===== src/rtl/lps_pkg.sv =====
package lps_pkg;

    localparam int COORD_BITS_DEF  = 10;
    localparam int QUEUE_DEPTH_DEF = 4;

    typedef enum logic {
        FUNC_START = 1'b0,
        FUNC_STEP  = 1'b1
    } t_func;

endpackage


===== src/rtl/lps_front.sv =====
module lps_front
    import lps_pkg::*;
#(
    parameter int COORD_BITS = COORD_BITS_DEF,
    parameter int CMD_W      = 1 + 6 * COORD_BITS + 9
) (
    input  logic                  i_in_valid,
    output logic                  o_in_ready,
    input  logic                  i_func,
    input  logic [COORD_BITS-1:0] i_start_x,
    input  logic [COORD_BITS-1:0] i_start_y,
    input  logic [COORD_BITS-1:0] i_end_x,
    input  logic [COORD_BITS-1:0] i_end_y,
    output logic                  o_cmd_valid,
    input  logic                  i_cmd_ready,
    output logic [CMD_W-1:0]      o_cmd
);

    logic                  dir_x_neg;
    logic                  dir_y_neg;
    logic                  x_is_major;
    logic [COORD_BITS-1:0] dx;
    logic [COORD_BITS-1:0] dy;
    logic [COORD_BITS-1:0] dmaj;
    logic [COORD_BITS-1:0] dmin;
    logic [COORD_BITS+1:0] two_dmin;
    logic [COORD_BITS+1:0] two_dmaj;
    logic [COORD_BITS+1:0] err_init;
    logic [COORD_BITS+1:0] inc_minor;

    assign o_cmd_valid = i_in_valid;
    assign o_in_ready  = i_cmd_ready;

    // Line setup; only meaningful for a start beat, a step beat passes func through.
    always_comb begin
        dir_x_neg  = i_end_x < i_start_x;
        dir_y_neg  = i_end_y < i_start_y;
        dx         = dir_x_neg ? (i_start_x - i_end_x) : (i_end_x - i_start_x);
        dy         = dir_y_neg ? (i_start_y - i_end_y) : (i_end_y - i_start_y);
        x_is_major = dx > dy;
        dmaj       = x_is_major ? dx : dy;
        dmin       = x_is_major ? dy : dx;
        two_dmin   = {1'b0, dmin, 1'b0};
        two_dmaj   = {1'b0, dmaj, 1'b0};
        err_init   = two_dmin - {2'b00, dmaj};
        inc_minor  = two_dmin - two_dmaj;
    end

    assign o_cmd = {i_func, i_start_x, i_start_y, dir_x_neg, dir_y_neg, x_is_major,
                    err_init, inc_minor, two_dmin, dmaj};

endmodule


===== src/rtl/lps_queue.sv =====
module lps_queue
    import lps_pkg::*;
#(
    parameter int WIDTH = 8,
    parameter int DEPTH = QUEUE_DEPTH_DEF
) (
    input  logic             i_clk,
    input  logic             i_rst_n,
    input  logic             i_wr_valid,
    output logic             o_wr_ready,
    input  logic [WIDTH-1:0] i_wr_data,
    output logic             o_rd_valid,
    input  logic             i_rd_ready,
    output logic [WIDTH-1:0] o_rd_data
);

    localparam int AW = (DEPTH > 1) ? $clog2(DEPTH) : 1;
    localparam int CW = $clog2(DEPTH + 1);

    logic [WIDTH-1:0] r_mem [DEPTH];
    logic [AW-1:0]    r_wr_ptr;
    logic [AW-1:0]    r_rd_ptr;
    logic [CW-1:0]    r_count;
    logic [AW-1:0]    n_wr_ptr;
    logic [AW-1:0]    n_rd_ptr;
    logic [CW-1:0]    n_count;
    logic             wr_en;
    logic             rd_en;

    assign o_wr_ready = r_count != CW'(DEPTH);
    assign o_rd_valid = r_count != '0;
    assign o_rd_data  = r_mem[r_rd_ptr];
    assign wr_en      = i_wr_valid && o_wr_ready;
    assign rd_en      = o_rd_valid && i_rd_ready;

    always_comb begin
        n_wr_ptr = r_wr_ptr;
        n_rd_ptr = r_rd_ptr;
        n_count  = r_count;
        if (wr_en) begin
            n_wr_ptr = (r_wr_ptr == AW'(DEPTH - 1)) ? '0 : r_wr_ptr + AW'(1);
        end
        if (rd_en) begin
            n_rd_ptr = (r_rd_ptr == AW'(DEPTH - 1)) ? '0 : r_rd_ptr + AW'(1);
        end
        if (wr_en && !rd_en) begin
            n_count = r_count + CW'(1);
        end else if (rd_en && !wr_en) begin
            n_count = r_count - CW'(1);
        end
    end

    always_ff @(posedge i_clk) begin
        if (!i_rst_n) begin
            r_wr_ptr <= '0;
            r_rd_ptr <= '0;
            r_count  <= '0;
        end else begin
            r_wr_ptr <= n_wr_ptr;
            r_rd_ptr <= n_rd_ptr;
            r_count  <= n_count;
        end
    end

    always_ff @(posedge i_clk) begin
        if (wr_en) begin
            r_mem[r_wr_ptr] <= i_wr_data;
        end
    end

endmodule


===== src/rtl/lps_back.sv =====
module lps_back
    import lps_pkg::*;
#(
    parameter int COORD_BITS = COORD_BITS_DEF,
    parameter int CMD_W      = 1 + 6 * COORD_BITS + 9
) (
    input  logic                  i_clk,
    input  logic                  i_rst_n,
    input  logic                  i_cmd_valid,
    output logic                  o_cmd_ready,
    input  logic [CMD_W-1:0]      i_cmd,
    output logic                  o_out_valid,
    input  logic                  i_out_ready,
    output logic [COORD_BITS-1:0] o_pixel_x,
    output logic [COORD_BITS-1:0] o_pixel_y,
    output logic                  o_last,
    output logic                  o_valid_res
);

    localparam int EW = COORD_BITS + 2;

    // unpacked command beat
    logic                  c_func;
    logic [COORD_BITS-1:0] c_x0;
    logic [COORD_BITS-1:0] c_y0;
    logic                  c_dir_x_neg;
    logic                  c_dir_y_neg;
    logic                  c_x_is_major;
    logic [EW-1:0]         c_err;
    logic [EW-1:0]         c_inc_minor;
    logic [EW-1:0]         c_inc_major;
    logic [COORD_BITS-1:0] c_dmaj;

    logic [COORD_BITS-1:0] r_cur_x,  n_cur_x;
    logic [COORD_BITS-1:0] r_cur_y,  n_cur_y;
    logic [EW-1:0]         r_err,    n_err;
    logic [EW-1:0]         r_inc_minor, n_inc_minor;
    logic [EW-1:0]         r_inc_major, n_inc_major;
    logic [COORD_BITS-1:0] r_steps,  n_steps;
    logic                  r_dir_x_neg, n_dir_x_neg;
    logic                  r_dir_y_neg, n_dir_y_neg;
    logic                  r_x_is_major, n_x_is_major;
    logic                  r_active, n_active;

    logic                  r_out_valid, n_out_valid;
    logic [COORD_BITS-1:0] r_pixel_x, n_pixel_x;
    logic [COORD_BITS-1:0] r_pixel_y, n_pixel_y;
    logic                  r_last, n_last;
    logic                  r_valid_res, n_valid_res;

    logic                  pop;
    logic [COORD_BITS-1:0] x_step;
    logic [COORD_BITS-1:0] y_step;

    assign {c_func, c_x0, c_y0, c_dir_x_neg, c_dir_y_neg, c_x_is_major,
            c_err, c_inc_minor, c_inc_major, c_dmaj} = i_cmd;

    // output register frees itself when the downstream takes the beat
    assign o_cmd_ready = !r_out_valid || i_out_ready;
    assign pop         = i_cmd_valid && o_cmd_ready;

    assign x_step = r_dir_x_neg ? (r_cur_x - COORD_BITS'(1)) : (r_cur_x + COORD_BITS'(1));
    assign y_step = r_dir_y_neg ? (r_cur_y - COORD_BITS'(1)) : (r_cur_y + COORD_BITS'(1));

    always_comb begin
        n_cur_x      = r_cur_x;
        n_cur_y      = r_cur_y;
        n_err        = r_err;
        n_inc_minor  = r_inc_minor;
        n_inc_major  = r_inc_major;
        n_steps      = r_steps;
        n_dir_x_neg  = r_dir_x_neg;
        n_dir_y_neg  = r_dir_y_neg;
        n_x_is_major = r_x_is_major;
        n_active     = r_active;
        n_out_valid  = r_out_valid && !i_out_ready;
        n_pixel_x    = r_pixel_x;
        n_pixel_y    = r_pixel_y;
        n_last       = r_last;
        n_valid_res  = r_valid_res;

        if (pop) begin
            n_out_valid = 1'b1;
            case (t_func'(c_func))
                FUNC_START: begin
                    n_cur_x      = c_x0;
                    n_cur_y      = c_y0;
                    n_err        = c_err;
                    n_inc_minor  = c_inc_minor;
                    n_inc_major  = c_inc_major;
                    n_steps      = c_dmaj;
                    n_dir_x_neg  = c_dir_x_neg;
                    n_dir_y_neg  = c_dir_y_neg;
                    n_x_is_major = c_x_is_major;
                    n_active     = c_dmaj != '0;
                    n_pixel_x    = c_x0;
                    n_pixel_y    = c_y0;
                    n_last       = c_dmaj == '0;
                    n_valid_res  = 1'b1;
                end
                FUNC_STEP: begin
                    if (!r_active) begin
                        n_pixel_x   = '0;
                        n_pixel_y   = '0;
                        n_last      = 1'b0;
                        n_valid_res = 1'b0;
                    end else begin
                        // error sign picks whether the minor axis moves
                        if (!r_err[EW-1]) begin
                            n_err = r_err + r_inc_minor;
                            n_cur_x = x_step;
                            n_cur_y = y_step;
                        end else begin
                            n_err = r_err + r_inc_major;
                            n_cur_x = r_x_is_major ? x_step : r_cur_x;
                            n_cur_y = r_x_is_major ? r_cur_y : y_step;
                        end
                        n_steps     = r_steps - COORD_BITS'(1);
                        n_active    = n_steps != '0;
                        n_pixel_x   = n_cur_x;
                        n_pixel_y   = n_cur_y;
                        n_last      = n_steps == '0;
                        n_valid_res = 1'b1;
                    end
                end
                default: begin
                    n_out_valid = 1'b1;
                end
            endcase
        end
    end

    always_ff @(posedge i_clk) begin
        if (!i_rst_n) begin
            r_cur_x      <= '0;
            r_cur_y      <= '0;
            r_err        <= '0;
            r_inc_minor  <= '0;
            r_inc_major  <= '0;
            r_steps      <= '0;
            r_dir_x_neg  <= 1'b0;
            r_dir_y_neg  <= 1'b0;
            r_x_is_major <= 1'b0;
            r_active     <= 1'b0;
            r_out_valid  <= 1'b0;
        end else begin
            r_cur_x      <= n_cur_x;
            r_cur_y      <= n_cur_y;
            r_err        <= n_err;
            r_inc_minor  <= n_inc_minor;
            r_inc_major  <= n_inc_major;
            r_steps      <= n_steps;
            r_dir_x_neg  <= n_dir_x_neg;
            r_dir_y_neg  <= n_dir_y_neg;
            r_x_is_major <= n_x_is_major;
            r_active     <= n_active;
            r_out_valid  <= n_out_valid;
        end
    end

    always_ff @(posedge i_clk) begin
        r_pixel_x   <= n_pixel_x;
        r_pixel_y   <= n_pixel_y;
        r_last      <= n_last;
        r_valid_res <= n_valid_res;
    end

    assign o_out_valid = r_out_valid;
    assign o_pixel_x   = r_pixel_x;
    assign o_pixel_y   = r_pixel_y;
    assign o_last      = r_last;
    assign o_valid_res = r_valid_res;

endmodule


===== src/rtl/line_pixel_stepper.sv =====
// Path: a beat accepted at the input is written into the command queue, then into the
// stepper's output register, before its pixel shows at the output.
// Throughput: one beat per cycle, start or step, while the output is not stalled; each
// step is one error compare and two coordinate adds on the stepper's registers.
// Reset (i_rst_n low, synchronous): queue empty, no line in progress, output idle.
module line_pixel_stepper
    import lps_pkg::*;
#(
    parameter int COORD_BITS  = COORD_BITS_DEF,
    parameter int QUEUE_DEPTH = QUEUE_DEPTH_DEF
) (
    input  logic                  i_clk,
    input  logic                  i_rst_n,
    input  logic                  i_in_valid,
    output logic                  o_in_ready,
    input  logic                  i_func,
    input  logic [COORD_BITS-1:0] i_start_x,
    input  logic [COORD_BITS-1:0] i_start_y,
    input  logic [COORD_BITS-1:0] i_end_x,
    input  logic [COORD_BITS-1:0] i_end_y,
    output logic                  o_out_valid,
    input  logic                  i_out_ready,
    output logic [COORD_BITS-1:0] o_pixel_x,
    output logic [COORD_BITS-1:0] o_pixel_y,
    output logic                  o_last,
    output logic                  o_valid_res
);

    localparam int CMD_W = 1 + 6 * COORD_BITS + 9;

    logic             fe_valid;
    logic             fe_ready;
    logic [CMD_W-1:0] fe_cmd;
    logic             be_valid;
    logic             be_ready;
    logic [CMD_W-1:0] be_cmd;

    lps_front #(
        .COORD_BITS (COORD_BITS),
        .CMD_W      (CMD_W)
    ) u_front (
        .i_in_valid  (i_in_valid),
        .o_in_ready  (o_in_ready),
        .i_func      (i_func),
        .i_start_x   (i_start_x),
        .i_start_y   (i_start_y),
        .i_end_x     (i_end_x),
        .i_end_y     (i_end_y),
        .o_cmd_valid (fe_valid),
        .i_cmd_ready (fe_ready),
        .o_cmd       (fe_cmd)
    );

    lps_queue #(
        .WIDTH (CMD_W),
        .DEPTH (QUEUE_DEPTH)
    ) u_queue (
        .i_clk      (i_clk),
        .i_rst_n    (i_rst_n),
        .i_wr_valid (fe_valid),
        .o_wr_ready (fe_ready),
        .i_wr_data  (fe_cmd),
        .o_rd_valid (be_valid),
        .i_rd_ready (be_ready),
        .o_rd_data  (be_cmd)
    );

    lps_back #(
        .COORD_BITS (COORD_BITS),
        .CMD_W      (CMD_W)
    ) u_back (
        .i_clk       (i_clk),
        .i_rst_n     (i_rst_n),
        .i_cmd_valid (be_valid),
        .o_cmd_ready (be_ready),
        .i_cmd       (be_cmd),
        .o_out_valid (o_out_valid),
        .i_out_ready (i_out_ready),
        .o_pixel_x   (o_pixel_x),
        .o_pixel_y   (o_pixel_y),
        .o_last      (o_last),
        .o_valid_res (o_valid_res)
    );

endmodule


===== config.mk =====
export PLATFORM = sky130hd
export DESIGN_NAME = line_pixel_stepper
export DESIGN_NICKNAME = d
export VERILOG_FILES = /design/src/rtl/lps_pkg.sv /design/src/rtl/lps_front.sv /design/src/rtl/lps_queue.sv /design/src/rtl/lps_back.sv /design/src/rtl/line_pixel_stepper.sv
export SDC_FILE = /design/constraint.sdc
export NUM_CORES = 1
export LEC_CHECK = 0
export BUFFER_PORTS_ARGS = -buffer_cell sky130_fd_sc_hd__buf_2
export CORE_MARGIN = 2
export CORE_UTILIZATION = 65
export DETAILED_ROUTE_END_ITERATION = 12
export GPL_ROUTABILITY_DRIVEN = 0
export MAX_ROUTING_LAYER = met4
export PLACE_DENSITY = 0.83
export SLEW_MARGIN = 20
export SYNTH_ARGS = -nofsm -noshare
export SYNTH_HDL_FRONTEND = slang
export SYNTH_HIERARCHICAL = 1
export SYNTH_SLANG_ARGS = --single-unit

===== constraint.sdc =====
create_clock -name i_clk -period 9.9 [get_ports i_clk]
set_input_delay 0.495 -clock i_clk [delete_from_list [all_inputs] [get_ports i_clk]]
set_output_delay 0.495 -clock i_clk [all_outputs]
set_load 0.03 [all_outputs]

# Yosys cells after proc, flatten, opt, wreduce, memory -nomap -nowiden

Memory sizes are Yosys's and may differ from the RTL's. A register that Yosys moved wholly into a read port is not among the register bits.
Index checks and enable logic that the tools add are counted.

Add/sub/neg operators: 17
$lt $le $gt $ge: 3
Equality and inequality tests: 4
Mux-type cells: 38
Bitwise gates (word level): 1
Reductions and logical operators: 18

Operator list:

| cell                  | count |
|---|---|
| $mux 10               | 15 |
| $pmux 10 s2           | 5 |
| $sub 10x10->10        | 4 |
| $sub 10x1->10 const B | 3 |
| $add 12x12->12        | 2 |
| $mux 12               | 2 |
| $pmux 12 s2           | 1 |
| $add 10x1->10 const B | 2 |
| $logic_not 10->1      | 2 |
| $lt 10x10->1          | 2 |
| $reduce_bool 10->1    | 2 |
| $sub 11x10->12        | 1 |
| $sub 11x11->12        | 1 |
| $gt 10x10->1          | 1 |
| $mux 2                | 4 |
| $mux 1                | 6 |
| $mux 3                | 2 |
| $pmux 1 s2            | 3 |
| $logic_and 1x1->1     | 5 |
| $add 2x1->2 const B   | 2 |
| $eq 2x2->1 const B    | 2 |
| $logic_not 1->1       | 4 |
| $reduce_and 2->1      | 2 |
| $add 3x1->3 const B   | 1 |
| 7 further kinds       | 7 |

Bits in registers: 100
Memory bits (writable): 272
Output and inout port bits: 24
Memories kept: 1

Memories:

| memory        | words | width | read ports | clocked after Yosys merged registers in | wr ports | line            | source |
|---|---|---|---|---|---|---|---|
| u_queue.r_mem | 4     | 68    | 1          | 1                                       | 1        | lps_queue.sv:20 | `logic [WIDTH-1:0] r_mem [DEPTH];` |

# Longest topological paths before layout

Depth after elaboration: 6
Mapped depth: 35
Depth with buffers taken out: 32

# By module

The synthesis kept the hierarchy.

Modules (own cells, without submodules):

| module    | instances | cells an instance | area each (um2) |
|---|---|---|---|
| lps_queue | 1         | 417               | 10563.9 |
| lps_back  | 1         | 690               | 5686.7 |
| lps_front | 1         | 488               | 3489.6 |

# Worst setup path after synthesis

Ideal clock, no wire load.

Kind: input to register
From: input port i_end_x[0]
To: memory u_queue/r_mem[0][44] (netlist name) (data pin)
Setup time: 0.180 ns
Data arrival time: 6.403 ns
Data required time: 9.720 ns
Setup slack: 3.317 ns
Stages: 34
Path buffers: 4
Path through: inv_1 -> ha_1 -> inv_1 -> fa_1 -> a21o_1 -> a22oi_4 -> o211ai_4 -> a211o_1 -> a31oi_2 -> o21bai_1 -> a221oi_2 -> xnor2_1 -> ha_1 -> clkbuf_1 -> o21a_1 -> a21oi_1 -> a21oi_1 -> nand2_1 -> clkbuf_1 -> clkbuf_1 -> clkbuf_1 -> nand2_1 -> o21ai_0 -> fa_1 -> a21o_1 -> a21oi_1 -> o21bai_1 -> a21oi_1 -> nor2b_1 -> o21a_1 -> o21ai_0 -> nand2b_1 -> a21oi_1 -> xor2_1

Cells in the longest elaborated chain, start to end: 3
Elaborated cells between the ends (all ways): 5
Classes of those cells: add/sub: 2; order compare: 2; mux: 1

Ends and longest elaborated chain:

| item                                                  | line                             | source |
|---|---|---|
| start: declaration                                    | line_pixel_stepper.sv:19         | `input logic [COORD_BITS-1:0] i_end_x,` |
| $sub 10x10->10 / $lt 10x10->1 (equally long branches) | lps_front.sv:38, lps_front.sv:36 |  |
| $mux 10 *                                             | lps_front.sv:38                  | `dx = dir_x_neg ? (i_start_x - i_end_x) : (i_end_x - i_start_x);` |
| $gt 10x10->1 *                                        | lps_front.sv:40                  | `x_is_major = dx > dy;` |
| end: declaration                                      | lps_queue.sv:20                  |  |

Mark *: on every way between the ends. The rest lies on a longest branch, timed or not.

# Final worst setup path

From: input port i_start_x[5]
To: memory u_queue/r_mem[3][44] (netlist name) (data pin)

Cells in the longest elaborated chain, start to end: 3
Elaborated cells between the ends (all ways): 5
Classes of those cells: add/sub: 2; order compare: 2; mux: 1

Ends and longest elaborated chain:

| item               | line                     | source |
|---|---|---|
| start: declaration | line_pixel_stepper.sv:17 | `input logic [COORD_BITS-1:0] i_start_x,` |
| $lt 10x10->1       | lps_front.sv:36          | `dir_x_neg = i_end_x < i_start_x;` |
| net fe_cmd[48]     | line_pixel_stepper.sv:33 | `logic [CMD_W-1:0] fe_cmd;` |
| $mux 10            | lps_front.sv:38          |  |
| $gt 10x10->1       | lps_front.sv:40          |  |
| net fe_cmd[46]     | line_pixel_stepper.sv:33 |  |

The timed path passes the listed nets, and every way through them passes these cells.

==> results.yml <==
status:
  outcome: "complete, no violations"
placement:
  placedCellCount: 1967
  io_buffers: 68
  place_ws_ns: 2.03
  place_hpwl_um: 29400
detailed_routing:
  firstDrtPassIters: 5
  routed-wl-met3_um: 4160
  wl_met2_um: 22000
  wl_per_cell_um: 22.6
  antenna_left: 0
  vias: 13400
  wl_um: 46100
  dr.max_layer_used: "met4"
  first_iter_violations: 1550
  drt-met1-wl_um: 18400
  drt-vias-per-instance: 6.58
  drc: 0
floorplanning:
  initial_core_util_pct: 66.3
  fp.dieArea_um2: 31800
  ios: 69
  core-area_um2: 29800
  placementRows: 63
  dieHeight_um: 178
  chipWidth_um: 178
cts:
  ctsHoldBuffers: 0
  clkSlewWorstSetupHoldPaths_ns: 0.05
  cts.path.max_buffers: 3
  post_cts_resized: 0
  cts_buffers: 40
  cts_max_level: 2
  insertion_delay_ns: 0.53
  clockRootBuffer: "clkbuf_16"
  cts.sinks: 382
  cts_tree: "done"
  post_cts_buffers: 0
pwr:
  ir_worst_vdd_v: 0.000233
  p_int_mw: 4.59
  sw_frac_of_total_pct: 39.1
  power_density_nw_per_um2: 353
  comb_power_share_pct: 44.9
  p_leak_nw: 7.95
  clock_power_share_pct: 19.3
  sequentialPowerShare_pct: 35.9
  finalPower_mw: 7.53
  p_switching_mw: 2.94
sta:
  setup_viol: 0
  max_freq_ghz: 0.132
  grt_setup_unrepaired: "no"
  period_minus_slack_ns: 7.58
  post-route-worst-setup-slack_ns: 2.32
  tns_ns: 0
  slew_headroom_pct: 26.2
  fin_crit_sh_pct: 76.5
  worst_slew_pin_slew_ns: 1.11
  report.final.slew_viol_count: 0
  finalHoldViolCount: 0
  fin_skew_ns: 0.0247
final_layout:
  final_util_pct: 71.7
  layout-drive-gt1-share_pct: 16.8
  area_growth_pct: 8.20
  layout.nets: 1766
  layoutNonFillerInstCount: 2037
synthesis:
  synth-xor-area-share_pct: 2.03
  yosysSeqAreaShare_pct: 54.1
  yosysWarnings: 6
  synth_compound_area_share_pct: 12.4
  synthMuxAreaShare_pct: 10.1
  yosysTopAreaCell: "edfxtp_1"
  synth_edf_count: 302
  synth_top_family_by_area: "compound AO/OA/AOI/OAI gates"
  syn-mean-instance-area_um2: 12.4
  synth.distinct_cells: 98
  netlist.area_leader.share_pct: 45.9
  synthFlopType: "edfxtp_1"
  syn_area_um2: 19700
  synthAdderAreaFrac_pct: 6.81
  ys_top_cells_by_count: "edfxtp_1, nand2_1, a21oi_1"
  async_reset_ff_share_pct: 0
  synth_cells: 1595
  synth_seq_cells: 382
  synth-simple-area-share_pct: 10.2
  synth_area_leaders: "edfxtp_1, dfxtp_1, mux4_2"
  synth_most_common_cell: "edfxtp_1"
critical_path:
  cp.arrival_ns: 7.88
  setup.worst_path.start: "i_start_x[5]"
  r2r_end: "u_back/r_err[10]$_SDFFE_PN0P_"
  r2r_cells: 9
  max_stage_delay_ns: 0.76
  path_class: "primary input to flop"
  critPathLaunchType: "primary input"
  crit_fanout: 37
  r2r_setup_slack_ns: 5.64
  cp_common_cell: "a21oi_1"
  setup.worst_path.end_class: "flop"
  cp_slowest_cell: "nand2_1"
  cp.required_ns: 10.20
  critPathCapture: "u_queue/r_mem[3][44]$_DFFE_PP_"
global_route:
  grt_max_degree: 71
  antenna_found_initial: 1
  grt_usage_pct: 30.5
  grt_overflow: 0
  grt_pass1_wl_um: 71400
  grt_pass1_vias: 13100
min_path:
  hold_path_class: "primary input to flop"
run:
  cap_viol_max_count: 0
-- critical path: cells and delay by family --
| kind | cells | cell delay, ns |
|---|---|---|
| xor gates and xnor gates | 2 | 0.62 |
| AOI/OAI and AO/OA | 16 | 3.42 |
| and+or+nand+nor | 5 | 1.34 |
| adders and majority gates | 3 | 1.23 |
| buffers and inverters | 4 | 0.74 |
-- registers in the layout, summed over array words and instances, names as in the netlist, 2 cells and up, named ones only --
signal,flops
u_queue/r_count,3
u_back/r_cur_x,10
u_back/r_inc_major,12
u_queue/r_mem,280
u_back/o_pixel_x,10
u_back/r_steps,10
u_back/o_pixel_y,10
u_back/r_inc_minor,12
u_queue/r_rd_ptr,2
u_queue/r_wr_ptr,2
u_back/r_cur_y,10
u_back/r_err,12
-- routing by layer --
metal,GRT usage [%],vias to the layer above
li1,-,6001
met5,-,-
met1,40.7,6505
met3,4.54,112
met4,10.8,0
met2,48.3,776
-- final cells by class --
class	count	area (um^2)
Multi-Input combinational cell	1038	8220
Antenna cell	1	2.50
Clock buffer	57	1090
Clock inverter	12	160
Inverter	77	294
Sequential cell	382	10700
Tap cell	390	488
Fill cell	1928	8440
Timing Repair Buffer	80	434
-- worst min-delay path by stage --
stage	startpoint	to	slack, ns	cells after the start
after floorplan	u_back/r_inc_major[0]$_SDFFE_PN0P_	u_back/r_inc_major[0]$_SDFFE_PN0P_	0.43	2
after detailed placement	u_back/r_inc_major[4]$_SDFFE_PN0P_	u_back/r_inc_major[4]$_SDFFE_PN0P_	0.45	2
final	i_func	u_queue/r_mem[0][69]$_DFFE_PP_	0.20	1
after global placement	u_back/r_inc_major[6]$_SDFFE_PN0P_	u_back/r_inc_major[6]$_SDFFE_PN0P_	0.44	2
after CTS	i_func	u_queue/r_mem[0][69]$_DFFE_PP_	0.20	1
after global routing	i_func	u_queue/r_mem[0][69]$_DFFE_PP_	0.21	1
-- cells in the final DEF (no fill, tap or decap), types with 21 or more instances in the layout --
cell / n
a211oi_1: 22
a21o_1: 32
a21oi_1: 117
and2_1: 23
buf_2: 68
clkbuf_16: 41
dfxtp_1: 78
edfxtp_1: 302
ha_1: 93
inv_1: 73
mux2i_1: 21
mux4_2: 70
nand2_1: 137
nand3_1: 31
nor2_1: 92
nor3_1: 22
o21ai_0: 66
xnor2_1: 33
-- stage by stage --
stage,hold WS (ns),instance area [um^2]
global route,0.212,21400
detailed placement,0.447,20100
finish,0.205,21400
CTS,0.197,21400
floorplan,0.433,19700
global placement,0.441,20100
-- kinds of logic after synthesis --
family | count (synthesis)
adders and majority gates | 102
DFF | 382
muxes | 108
xor gates and xnor gates | 45
AOI/OAI and AO/OA | 367
other | 1
buffers and inverters | 177
and+or+nand+nor | 413
-- power groups by stage --
stage	Clock (mW)	Sequential, mW	Combinational (mW)
finish	1.45	2.70	3.38
global route	1.52	2.74	3.64
CTS	1.46	2.70	3.32
detailed placement	0	2.72	3.25
global placement	0	2.69	3.12
floorplan	0	2.73	2.40
Note: power is estimated with default switching activity, not from simulation.
